## config.mk

```make
export PLATFORM = sky130hd
export DESIGN_NAME = ipv4_rx_transport_checksum_unit
export DESIGN_NICKNAME = d
export VERILOG_FILES = /design/src/rtl/ipv4_rxcs_pkg.sv /design/src/rtl/ipv4_rxcs_in_reg.sv /design/src/rtl/ipv4_rxcs_core.sv /design/src/rtl/ipv4_rx_transport_checksum_unit.sv
export SDC_FILE = /design/constraint.sdc
export NUM_CORES = 1
export LEC_CHECK = 0
export ABC_AREA = 1
export BUFFER_PORTS_ARGS = -buffer_cell sky130_fd_sc_hd__buf_2
export CAP_MARGIN = 20
export CORE_MARGIN = 2
export CORE_UTILIZATION = 61
export CTS_CLUSTER_SIZE = 40
export DETAILED_ROUTE_END_ITERATION = 12
export PLACE_DENSITY = 0.79
export SLEW_MARGIN = 25
export SYNTH_ARGS = -nofsm -noshare
export SYNTH_HDL_FRONTEND = slang
export SYNTH_SLANG_ARGS = --single-unit
```

## constraint.sdc

```tcl
create_clock -name clk -period 6.75 [get_ports clk]
set_input_delay 1.0125 -clock clk [delete_from_list [all_inputs] [get_ports clk]]
set_output_delay 1.0125 -clock clk [all_outputs]
set_load 0.1 [all_outputs]
```

## src/rtl/ipv4_rxcs_pkg.sv

```systemverilog
package ipv4_rxcs_pkg;

	localparam int OFFSET_BITS = 16;
	localparam logic [OFFSET_BITS-1:0] OFFSET_MAX = '1;
	localparam logic [15:0] MIN_HDR = 16'd20;

	typedef enum logic [2:0] {
		RSN_OK       = 3'd0,
		RSN_SHORT    = 3'd1,
		RSN_VERSION  = 3'd2,
		RSN_HDR_LEN  = 3'd3,
		RSN_TOT_LEN  = 3'd4,
		RSN_FRAGMENT = 3'd5
	} reason_t;

	typedef struct packed {
		logic [7:0] data_byte;
		logic       last_byte;
	} beat_t;

	typedef struct packed {
		logic        sum_ok;
		logic [15:0] transport_sum;
		reason_t     reject_reason;
		logic [5:0]  header_length;
		logic [15:0] total_length;
	} result_t;

	function automatic logic [15:0] add_folded(input logic [15:0] acc, input logic [15:0] v);
		logic [16:0] s;
		s = {1'b0, acc} + {1'b0, v};
		return s[15:0] + {15'd0, s[16]};
	endfunction

endpackage

```

## src/rtl/ipv4_rxcs_in_reg.sv

```systemverilog
module ipv4_rxcs_in_reg
	import ipv4_rxcs_pkg::*;
(
	input  logic  clk,
	input  logic  arst_n,
	input  logic  in_valid,
	input  beat_t in_beat,
	output logic  in_stall,
	input  logic  take,
	output logic  s1_valid,
	output beat_t s1_beat
);

	logic  valid_s1;
	beat_t beat_s1;

	assign in_stall = valid_s1 && !take;

	always_ff @(posedge clk or negedge arst_n) begin
		if (!arst_n) begin
			valid_s1 <= 1'b0;
		end else if (in_valid && !in_stall) begin
			valid_s1 <= 1'b1;
		end else if (take) begin
			valid_s1 <= 1'b0;
		end
	end

	always_ff @(posedge clk) begin
		if (in_valid && !in_stall) begin
			beat_s1 <= in_beat;
		end
	end

	assign s1_valid = valid_s1;
	assign s1_beat  = beat_s1;

endmodule

```

## src/rtl/ipv4_rxcs_core.sv

```systemverilog
module ipv4_rxcs_core
	import ipv4_rxcs_pkg::*;
(
	input  logic    clk,
	input  logic    arst_n,
	input  logic    s1_valid,
	input  beat_t   s1_beat,
	output logic    take,
	output logic    out_valid,
	input  logic    out_stall,
	output result_t result
);

	logic [OFFSET_BITS-1:0] byte_offset_q;
	logic [5:0]             hdr_len_q;
	logic [15:0]            ip_len_q;
	logic                   version_bad_q;
	logic                   fragment_q;
	logic [15:0]            sum_q;

	logic                   out_valid_q;
	result_t                result_q;

	logic                   out_free;
	logic [15:0]            off16;
	logic [OFFSET_BITS-1:0] n;
	logic [15:0]            n16;
	logic [5:0]             hdr_len_d;
	logic [15:0]            ip_len_d;
	logic                   version_bad_d;
	logic                   fragment_d;
	logic [15:0]            sum_d;
	logic [15:0]            word;
	logic                   in_range;
	reason_t                reason;
	result_t                result_d;

	assign out_free = !out_valid_q || !out_stall;
	assign take     = s1_valid && out_free;
	assign off16    = 16'(byte_offset_q);

	always_comb begin
		hdr_len_d     = hdr_len_q;
		ip_len_d      = ip_len_q;
		version_bad_d = version_bad_q;
		fragment_d    = fragment_q;
		unique case (off16)
			16'd0: begin
				version_bad_d = (s1_beat.data_byte[7:4] != 4'd4);
				hdr_len_d     = {s1_beat.data_byte[3:0], 2'b00};
			end
			16'd2: ip_len_d = {s1_beat.data_byte, ip_len_q[7:0]};
			16'd3: ip_len_d = {ip_len_q[15:8], s1_beat.data_byte};
			16'd6: if (s1_beat.data_byte[5:0] != 6'd0) fragment_d = 1'b1;
			16'd7: if (s1_beat.data_byte != 8'd0) fragment_d = 1'b1;
			default: ;
		endcase
	end

	// header bytes lie below offset 20, so the pre-update length fields are safe here
	assign in_range = (off16 >= MIN_HDR) && (off16 >= {10'd0, hdr_len_q}) && (off16 < ip_len_q);
	assign word     = byte_offset_q[0] ? {8'd0, s1_beat.data_byte} : {s1_beat.data_byte, 8'd0};
	assign sum_d    = in_range ? add_folded(sum_q, word) : sum_q;

	assign n   = (byte_offset_q != OFFSET_MAX) ? byte_offset_q + 1'b1 : OFFSET_MAX;
	assign n16 = 16'(n);

	always_comb begin
		priority if (n16 < MIN_HDR) begin
			reason = RSN_SHORT;
		end else if (version_bad_d) begin
			reason = RSN_VERSION;
		end else if ({10'd0, hdr_len_d} < MIN_HDR || {10'd0, hdr_len_d} > n16) begin
			reason = RSN_HDR_LEN;
		end else if (ip_len_d < {10'd0, hdr_len_d} || ip_len_d > n16) begin
			reason = RSN_TOT_LEN;
		end else if (fragment_d) begin
			reason = RSN_FRAGMENT;
		end else begin
			reason = RSN_OK;
		end
	end

	always_comb begin
		result_d.sum_ok        = (reason == RSN_OK);
		result_d.transport_sum = (reason == RSN_OK) ? sum_d : 16'd0;
		result_d.reject_reason = reason;
		result_d.header_length = hdr_len_d;
		result_d.total_length  = ip_len_d;
	end

	always_ff @(posedge clk or negedge arst_n) begin
		if (!arst_n) begin
			byte_offset_q <= '0;
			hdr_len_q     <= '0;
			ip_len_q      <= '0;
			version_bad_q <= 1'b0;
			fragment_q    <= 1'b0;
			sum_q         <= '0;
			out_valid_q   <= 1'b0;
		end else begin
			if (take) begin
				if (s1_beat.last_byte) begin
					byte_offset_q <= '0;
					hdr_len_q     <= '0;
					ip_len_q      <= '0;
					version_bad_q <= 1'b0;
					fragment_q    <= 1'b0;
					sum_q         <= '0;
				end else begin
					byte_offset_q <= n;
					hdr_len_q     <= hdr_len_d;
					ip_len_q      <= ip_len_d;
					version_bad_q <= version_bad_d;
					fragment_q    <= fragment_d;
					sum_q         <= sum_d;
				end
			end
			if (out_free) begin
				out_valid_q <= take && s1_beat.last_byte;
			end
		end
	end

	always_ff @(posedge clk) begin
		if (take && s1_beat.last_byte) begin
			result_q <= result_d;
		end
	end

	assign out_valid = out_valid_q;
	assign result    = result_q;

	a_clear_after_last: assert property (@(posedge clk) disable iff (!arst_n)
		take && s1_beat.last_byte |=> byte_offset_q == '0 && sum_q == 16'd0)
		else $error("frame state not cleared after last beat");

	a_ok_matches_reason: assert property (@(posedge clk) disable iff (!arst_n)
		out_valid_q |-> result_q.sum_ok == (result_q.reject_reason == RSN_OK))
		else $error("sum_ok disagrees with reject_reason");

	a_reject_zero_sum: assert property (@(posedge clk) disable iff (!arst_n)
		out_valid_q && !result_q.sum_ok |-> result_q.transport_sum == 16'd0)
		else $error("rejected frame carries a nonzero sum");

	a_no_take_when_blocked: assert property (@(posedge clk) disable iff (!arst_n)
		out_valid_q && out_stall |-> !take)
		else $error("beat consumed while result is blocked");

endmodule

```

## src/rtl/ipv4_rx_transport_checksum_unit.sv

```systemverilog
// The last byte of a frame waits in the input register until the core takes it;
// the verdict is loaded into the result register as that byte is taken.
// Throughput: one byte per cycle while the result is not stalled; one input register
// and one result register separate the byte stream from the result channel.
// A stalled result blocks input once the input register is full.
// Reset (arst_n low) clears all frame state and drops both valid registers.
module ipv4_rx_transport_checksum_unit
	import ipv4_rxcs_pkg::*;
(
	input  logic        clk,
	input  logic        arst_n,
	input  logic        in_valid,
	output logic        in_stall,
	input  logic [7:0]  data_byte,
	input  logic        last_byte,
	output logic        out_valid,
	input  logic        out_stall,
	output logic        sum_ok,
	output logic [15:0] transport_sum,
	output logic [2:0]  reject_reason,
	output logic [5:0]  header_length,
	output logic [15:0] total_length
);

	beat_t   in_beat;
	beat_t   s1_beat;
	logic    s1_valid;
	logic    take;
	result_t result;

	assign in_beat.data_byte = data_byte;
	assign in_beat.last_byte = last_byte;

	ipv4_rxcs_in_reg u_in_reg (
		.clk      (clk),
		.arst_n   (arst_n),
		.in_valid (in_valid),
		.in_beat  (in_beat),
		.in_stall (in_stall),
		.take     (take),
		.s1_valid (s1_valid),
		.s1_beat  (s1_beat)
	);

	ipv4_rxcs_core u_core (
		.clk       (clk),
		.arst_n    (arst_n),
		.s1_valid  (s1_valid),
		.s1_beat   (s1_beat),
		.take      (take),
		.out_valid (out_valid),
		.out_stall (out_stall),
		.result    (result)
	);

	assign sum_ok        = result.sum_ok;
	assign transport_sum = result.transport_sum;
	assign reject_reason = result.reject_reason;
	assign header_length = result.header_length;
	assign total_length  = result.total_length;

endmodule

```

Word level (Yosys, flattened, before mapping)
Index checks and enable logic that the tools add are counted.
{"block": "totals", "ff_bits": 109, "in_bits": 13, "output_inout_bits": 44, "word_cells": 72}
{"block": "classes", "addsub": 3, "magnitude_cmp": 8, "n_eq_ne": 6, "mux": 22, "n_reduce_logical": 18}
{"operator": "$mux W16", "count": 6}
{"operator": "$eq A16 B2 Y1 const B", "count": 2}
{"operator": "$eq A16 B3 Y1 const B", "count": 2}
{"operator": "$pmux W16 S2", "count": 1}
{"operator": "$add A16 B16 Y17", "count": 1}
{"operator": "$add A16 B1 Y16", "count": 1}
{"operator": "$add A16 B1 Y16 const B", "count": 1}
{"operator": "$ge A16 B5 Y1 const B", "count": 1}
{"operator": "$ge A16 B6 Y1", "count": 1}
{"operator": "$gt A16 B16 Y1", "count": 1}
{"operator": "$gt A6 B16 Y1", "count": 1}
{"operator": "$logic_not A16 Y1", "count": 1}
{"operator": "$lt A16 B16 Y1", "count": 1}
{"operator": "$lt A16 B5 Y1 const B", "count": 1}
{"operator": "$lt A16 B6 Y1", "count": 1}
{"operator": "$ne A16 B16 Y1 const B", "count": 1}
{"operator": "$mux W3", "count": 5}
{"operator": "$mux W6", "count": 2}
{"operator": "$reduce_bool A8 Y1", "count": 1}
{"operator": "$mux W1", "count": 7}
{"operator": "$logic_and A1 B1 Y1", "count": 6}
{"operator": "$lt A6 B5 Y1 const B", "count": 1}
{"operator": "$reduce_bool A6 Y1", "count": 1}
{"operator": "$logic_not A1 Y1", "count": 4}
{"operator": "other kinds (5)", "count": 7}

Logic depth before layout (Yosys ltp)
{"block": "logic_depth", "word_depth": 9, "mapped_depth": 28, "depth_no_buf": 27}

By module
A second synthesis with hierarchy kept.
{"block": "hier_totals", "hier_cells": 958, "area_unflattened_um2": 7485.9}
{"module": "ipv4_rxcs_core", "n_inst": 1, "cells_each": 942, "area_each_um2": 7158.1, "seq_area_each_um2": 2687.6}
{"module": "ipv4_rxcs_in_reg", "n_inst": 1, "cells_each": 16, "area_each_um2": 327.8, "seq_area_each_um2": 295.3}

Worst setup path before layout
OpenSTA, ideal clock, no wires.
{"block": "synth_path", "kind": "reg-to-reg", "from": "register u_core.byte_offset_q[0]", "to": "register u_core.result_q, in the netlist u_core.result[35] (data pin)", "t_arrival_ns": 3.571, "required_ns": 6.499, "slack_ns": 2.929, "path_stages_with_launch": 26, "n_path_buf": 2, "period_less_slack_ns": 3.821, "cell_sequence": "dfrtp_1 clkbuf_1 buf_1 nor2_1 ha_1 nand2_1 nor2_1 nand2_1 or2_2 nand2_1 a21oi_1 o21bai_1 ha_1 ha_1 inv_1 nor2_1 nand2_1 nor2_1 nand2_1 nor2_2 nand3_1 nor2_2 xnor2_1 nand2_1 nand2_1 nor2_2"}
{"block": "synth_between", "elab_chain_cells": 9, "elab_cells_between_ends": 34, "classes_between": "add/sub (3); order compare (8); eq/ne (5); mux (12); reduce/logical (6)"}
{"element": "start: declaration", "line": "ipv4_rxcs_core.sv:14", "source": "logic [OFFSET_BITS-1:0] byte_offset_q;"}
{"element": "start signal: assignment", "line": "ipv4_rxcs_core.sv:111", "source": "byte_offset_q <= n;"}
{"element": "$add A16 B1 Y16 (tied with other cells)", "line": "ipv4_rxcs_core.sv:65", "source": "assign n = (byte_offset_q != OFFSET_MAX) ? byte_offset_q + 1'b1 : OFFSET_MAX;"}
{"element": "$mux W16 (tied with other cells)", "line": "ipv4_rxcs_core.sv:65"}
{"element": "$gt A16 B16 Y1 / $lt A16 B6 Y1 (equally long branches)", "line": "ipv4_rxcs_core.sv:75", "source": "end else if (ip_len_d < {10'd0, hdr_len_d} || ip_len_d > n16) begin"}
{"element": "$logic_or A1 B1 Y1", "line": "ipv4_rxcs_core.sv:75"}
{"element": "$mux W3", "line": "ipv4_rxcs_core.sv:75"}
{"element": "$mux W3", "line": "ipv4_rxcs_core.sv:73", "source": "end else if ({10'd0, hdr_len_d} < MIN_HDR || {10'd0, hdr_len_d} > n16) begin"}
{"element": "$mux W3", "line": "ipv4_rxcs_core.sv:71", "source": "end else if (version_bad_d) begin"}
{"element": "$mux W3", "line": "ipv4_rxcs_core.sv:69", "source": "priority if (n16 < MIN_HDR) begin"}
{"element": "$logic_not A3 Y1", "line": "ipv4_rxcs_core.sv:86", "source": "result_d.transport_sum = (reason == RSN_OK) ? sum_d : 16'd0;"}
{"element": "end signal: assignment", "line": "ipv4_rxcs_core.sv:127", "source": "result_q <= result_d;"}
{"element": "end: declaration", "line": "ipv4_rxcs_core.sv:22", "source": "result_t result_q;"}
Parallel ways exist; a longest one is shown, timed or not.
A chain may end at the register's enable or synchronous reset.

Worst setup path in the final report
Same ends and word-level chain as after synthesis.

==> results.md <==
- Post-synth top cells: nand2_1, inv_1, nor2_1, ha_1, dfrtp_1
- RSZ-0062 raised after global routing: false
- Clock root cell: clkbuf_16
- Crit path launch type: flip-flop
- Layout cells sized above 1: 12.2%
- Tcrit/Tclk final: 66.1%
- Synth Net Count: 1012
- Initial Utilization: 62.2%
- Mapped Cells: 929
- Class of the worst hold path: reg -> reg
- Fin. Hold Viols: 0
- Max-slew violation count: 0
- DRT Pass-1 Iters: 5
- Vias in the first global route: 6373
- R2r endpoint: u_core.result[35]
- Post CTS Setup Buffer Count: 0
- CTS resizes: 0
- Crit path max fanout: 21
- Peak supply drop: 0.268 mV
- H-tree depth: 3
- Worst slew margin: 32.6%
- Area grow syn2layout: 10.0%
- Worst-margin pin slew: 1010 ps
- Largest net degree at the start of global routing: 59
- DIE AREA: 13000 um2
- Flops & latches, synth: 109
- Placed standard-cell area: 7830 um2
- Remaining antenna violation count after routing: 0
- Largest area contributor in the netlist: edfxtp_1
- Iter 0 DRT Violations: 495
- Crit end category: flip-flop
- Setup TNS: 0 ps
- Seq/Total Area, Yosys: 40.3%
- Data arrival, critical path: 4580 ps
- Worst r2r src: u_core.byte_offset_q[0]
- Clk_skew: 11.8 ps
- Clock latency on the worst-skew pair: 370 ps
- Area contributors post-synth: edfxtp_1, dfrtp_1, ha_1, nand2_1, inv_1
- Drt wl/cell: 17.6 um
- Core region area: 11900 um2
- Min cycle time layout: 4460 ps
- FF-to-FF path depth: 25
- Reg2Reg Setup Slack: 2290 ps
- Total GRT Usage: 32.6%
- Ports: 57
- Most common cell in the netlist: nand2_1
- Grt ovf: 0
- Via/cell ratio: 5.80
- Initial antenna violation count: 0
- Port buffer count: 56
- Status: completed
- Routability Congestion: 1.01
- Crit path kind: reg -> reg
- Top cell type's share of synthesized area: 20.7%
- Hold-critical path depth: 2
- Worst Path Required: 6870 ps
- YS warnings: 0
- Total Routed Length: 20000 um
- Netlist Area Pre-Place: 7400 um2
- Ys flop type: dfrtp_1
- Worst setup path end: u_core.result[35]
- TritonCTS Sinks: 109
- Max cap viols: 0
- CTS tree: done
- Dpl hpwl: 15000 um
- Total CTS buffers: 9
- Clk slew on worst S/H paths: 70 ps
- Max Fclk: 224 MHz
- Cell Pwr Density: 294 nW/um2
- Drc violations: 0
- Row count: 40
- Hold buffer count at CTS: 0
- CTS max path bufs: 2
- Ant diodes: 0
- Width of the die: 114 um
- Worst Setup SP: u_core.byte_offset_q[0]
- Leak: 0.00403 uW
- EDFF count, synth: 51
- Final net count: 1068
- Async SR Flop Fraction: 53.2%
- Via Count: 6595
- Final Cell Area: 8150 um2
- Mean post-synth cell area: 7.97 um2
- Die Y-Extent: 114 um
- Setup Viol. Count Final: 0
- Yosys cell types: 46
- First-pass GRT wire length: 32700 um
==> cells by family (layout without fill, tap and decap cells) <==
logic type / count (synthesis) / after routing / synth area share [%]
adder cells (fa/ha/maj): 70 / 70 / 11.9
AO/OA/AOI/OAI: 163 / 163 / 12.3
AND/OR/NAND/NOR: 417 / 417 / 25.1
flip-flops: 109 / 109 / 40.3
buffers and inverters: 150 / 211 / 7.96
XOR/XNOR: 20 / 20 / 2.37
==> cells in the final DEF (no fill, tap or decap), drive strengths merged, types with 2 or more instances in the layout <==
cell type    n
a21oi       56
a31oi        2
buf         61
clkbuf      10
clkinv       4
dfrtp       58
edfxtp      51
ha          69
inv        135
nand2      225
nand3       44
nand4       18
nor2       109
nor3         9
o21a         7
o21ai       55
o21bai       6
o22ai       32
or2          8
xnor2        7
xor2        13
==> per-layer routing <==
metal  up-vias  share of wire [%]  track usage (%)
met5         -                  0                0
met4         0                2.5             10.1
met3        47                8.8             6.30
met2       288                 45             50.8
met1      3068                 44             46.5
li1       3192                  -                -
==> worst min path at each step <==
stage                           end                 start  slack, ps
3_5_place_dp   u_core.version_bad_q  u_core.version_bad_q        480
4_1_cts        u_core.version_bad_q  u_core.version_bad_q        500
6_report       u_core.version_bad_q  u_core.version_bad_q        490
3_3_place_gp   u_core.version_bad_q  u_core.version_bad_q        480
5_1_grt             u_core.sum_q[3]       u_core.sum_q[3]        560
2_1_floorplan  u_core.version_bad_q  u_core.version_bad_q        450
==> worst max-delay path: stages (launching register included) <==
cell and delay [ps]:
dfrtp_1 820, nand2_1 120, inv_1 80, ha_1 230, fa_1 270, nand3_1 90, nand2_1 130, a21oi_1 110
or2_2 300, nand2_1 90, a21oi_1 70, o21bai_1 150, ha_1 190, ha_1 170, inv_1 40, nor2_1 140
nand2_1 110, nor2_1 180, nand2_1 80, nor2_2 140, nand3_1 130, nor2_2 170, xnor2_1 140, nand2_1 100
nand2_1 110, nor2_2 40
==> area by class of cell <==
class                      instances  area (um2)
multi-input combinational        670        3840
fill                            1040        3770
sequential                       109        2980
inverter                         134         503
timing repair buffer              61         318
clock buffer                      10         239
tap                              147         184
clock inverter                     6        78.8
==> flip-flops by register name, summed over array words and instances, names as in the netlist <==
name / count
u_core.byte_offset_q: 16
u_core.fragment_q: 1
u_core.hdr_len_q: 6
u_core.ip_len_q: 16
u_core.out_valid: 1
u_core.result: 42
u_core.sum_q: 16
u_core.version_bad_q: 1
u_in_reg.s1_beat: 9
u_in_reg.s1_valid: 1
==> stage by stage <==
step                hold WS [ps]  instances  power (uW)  setup slack, ps  utilization, %
finish                       494       1137        2390             2290            68.4
CTS                          499       1137        2380             2350            68.4
global placement             476       1121        1790             2470            65.7
global route                 555       1137        2540             1870            68.4
floorplan                    453        929        1580             2930               -
detailed placement           483       1121        1810             2400            65.7
==> where the power goes <==
group	internal (uW)	switching [uW]	total, uW
Clock	305	268	573
Sequential	766	39.1	805
Combinational	289	725	1010
Total	1360	1030	2390
No activity file was read; power rests on OpenSTA's default activity.
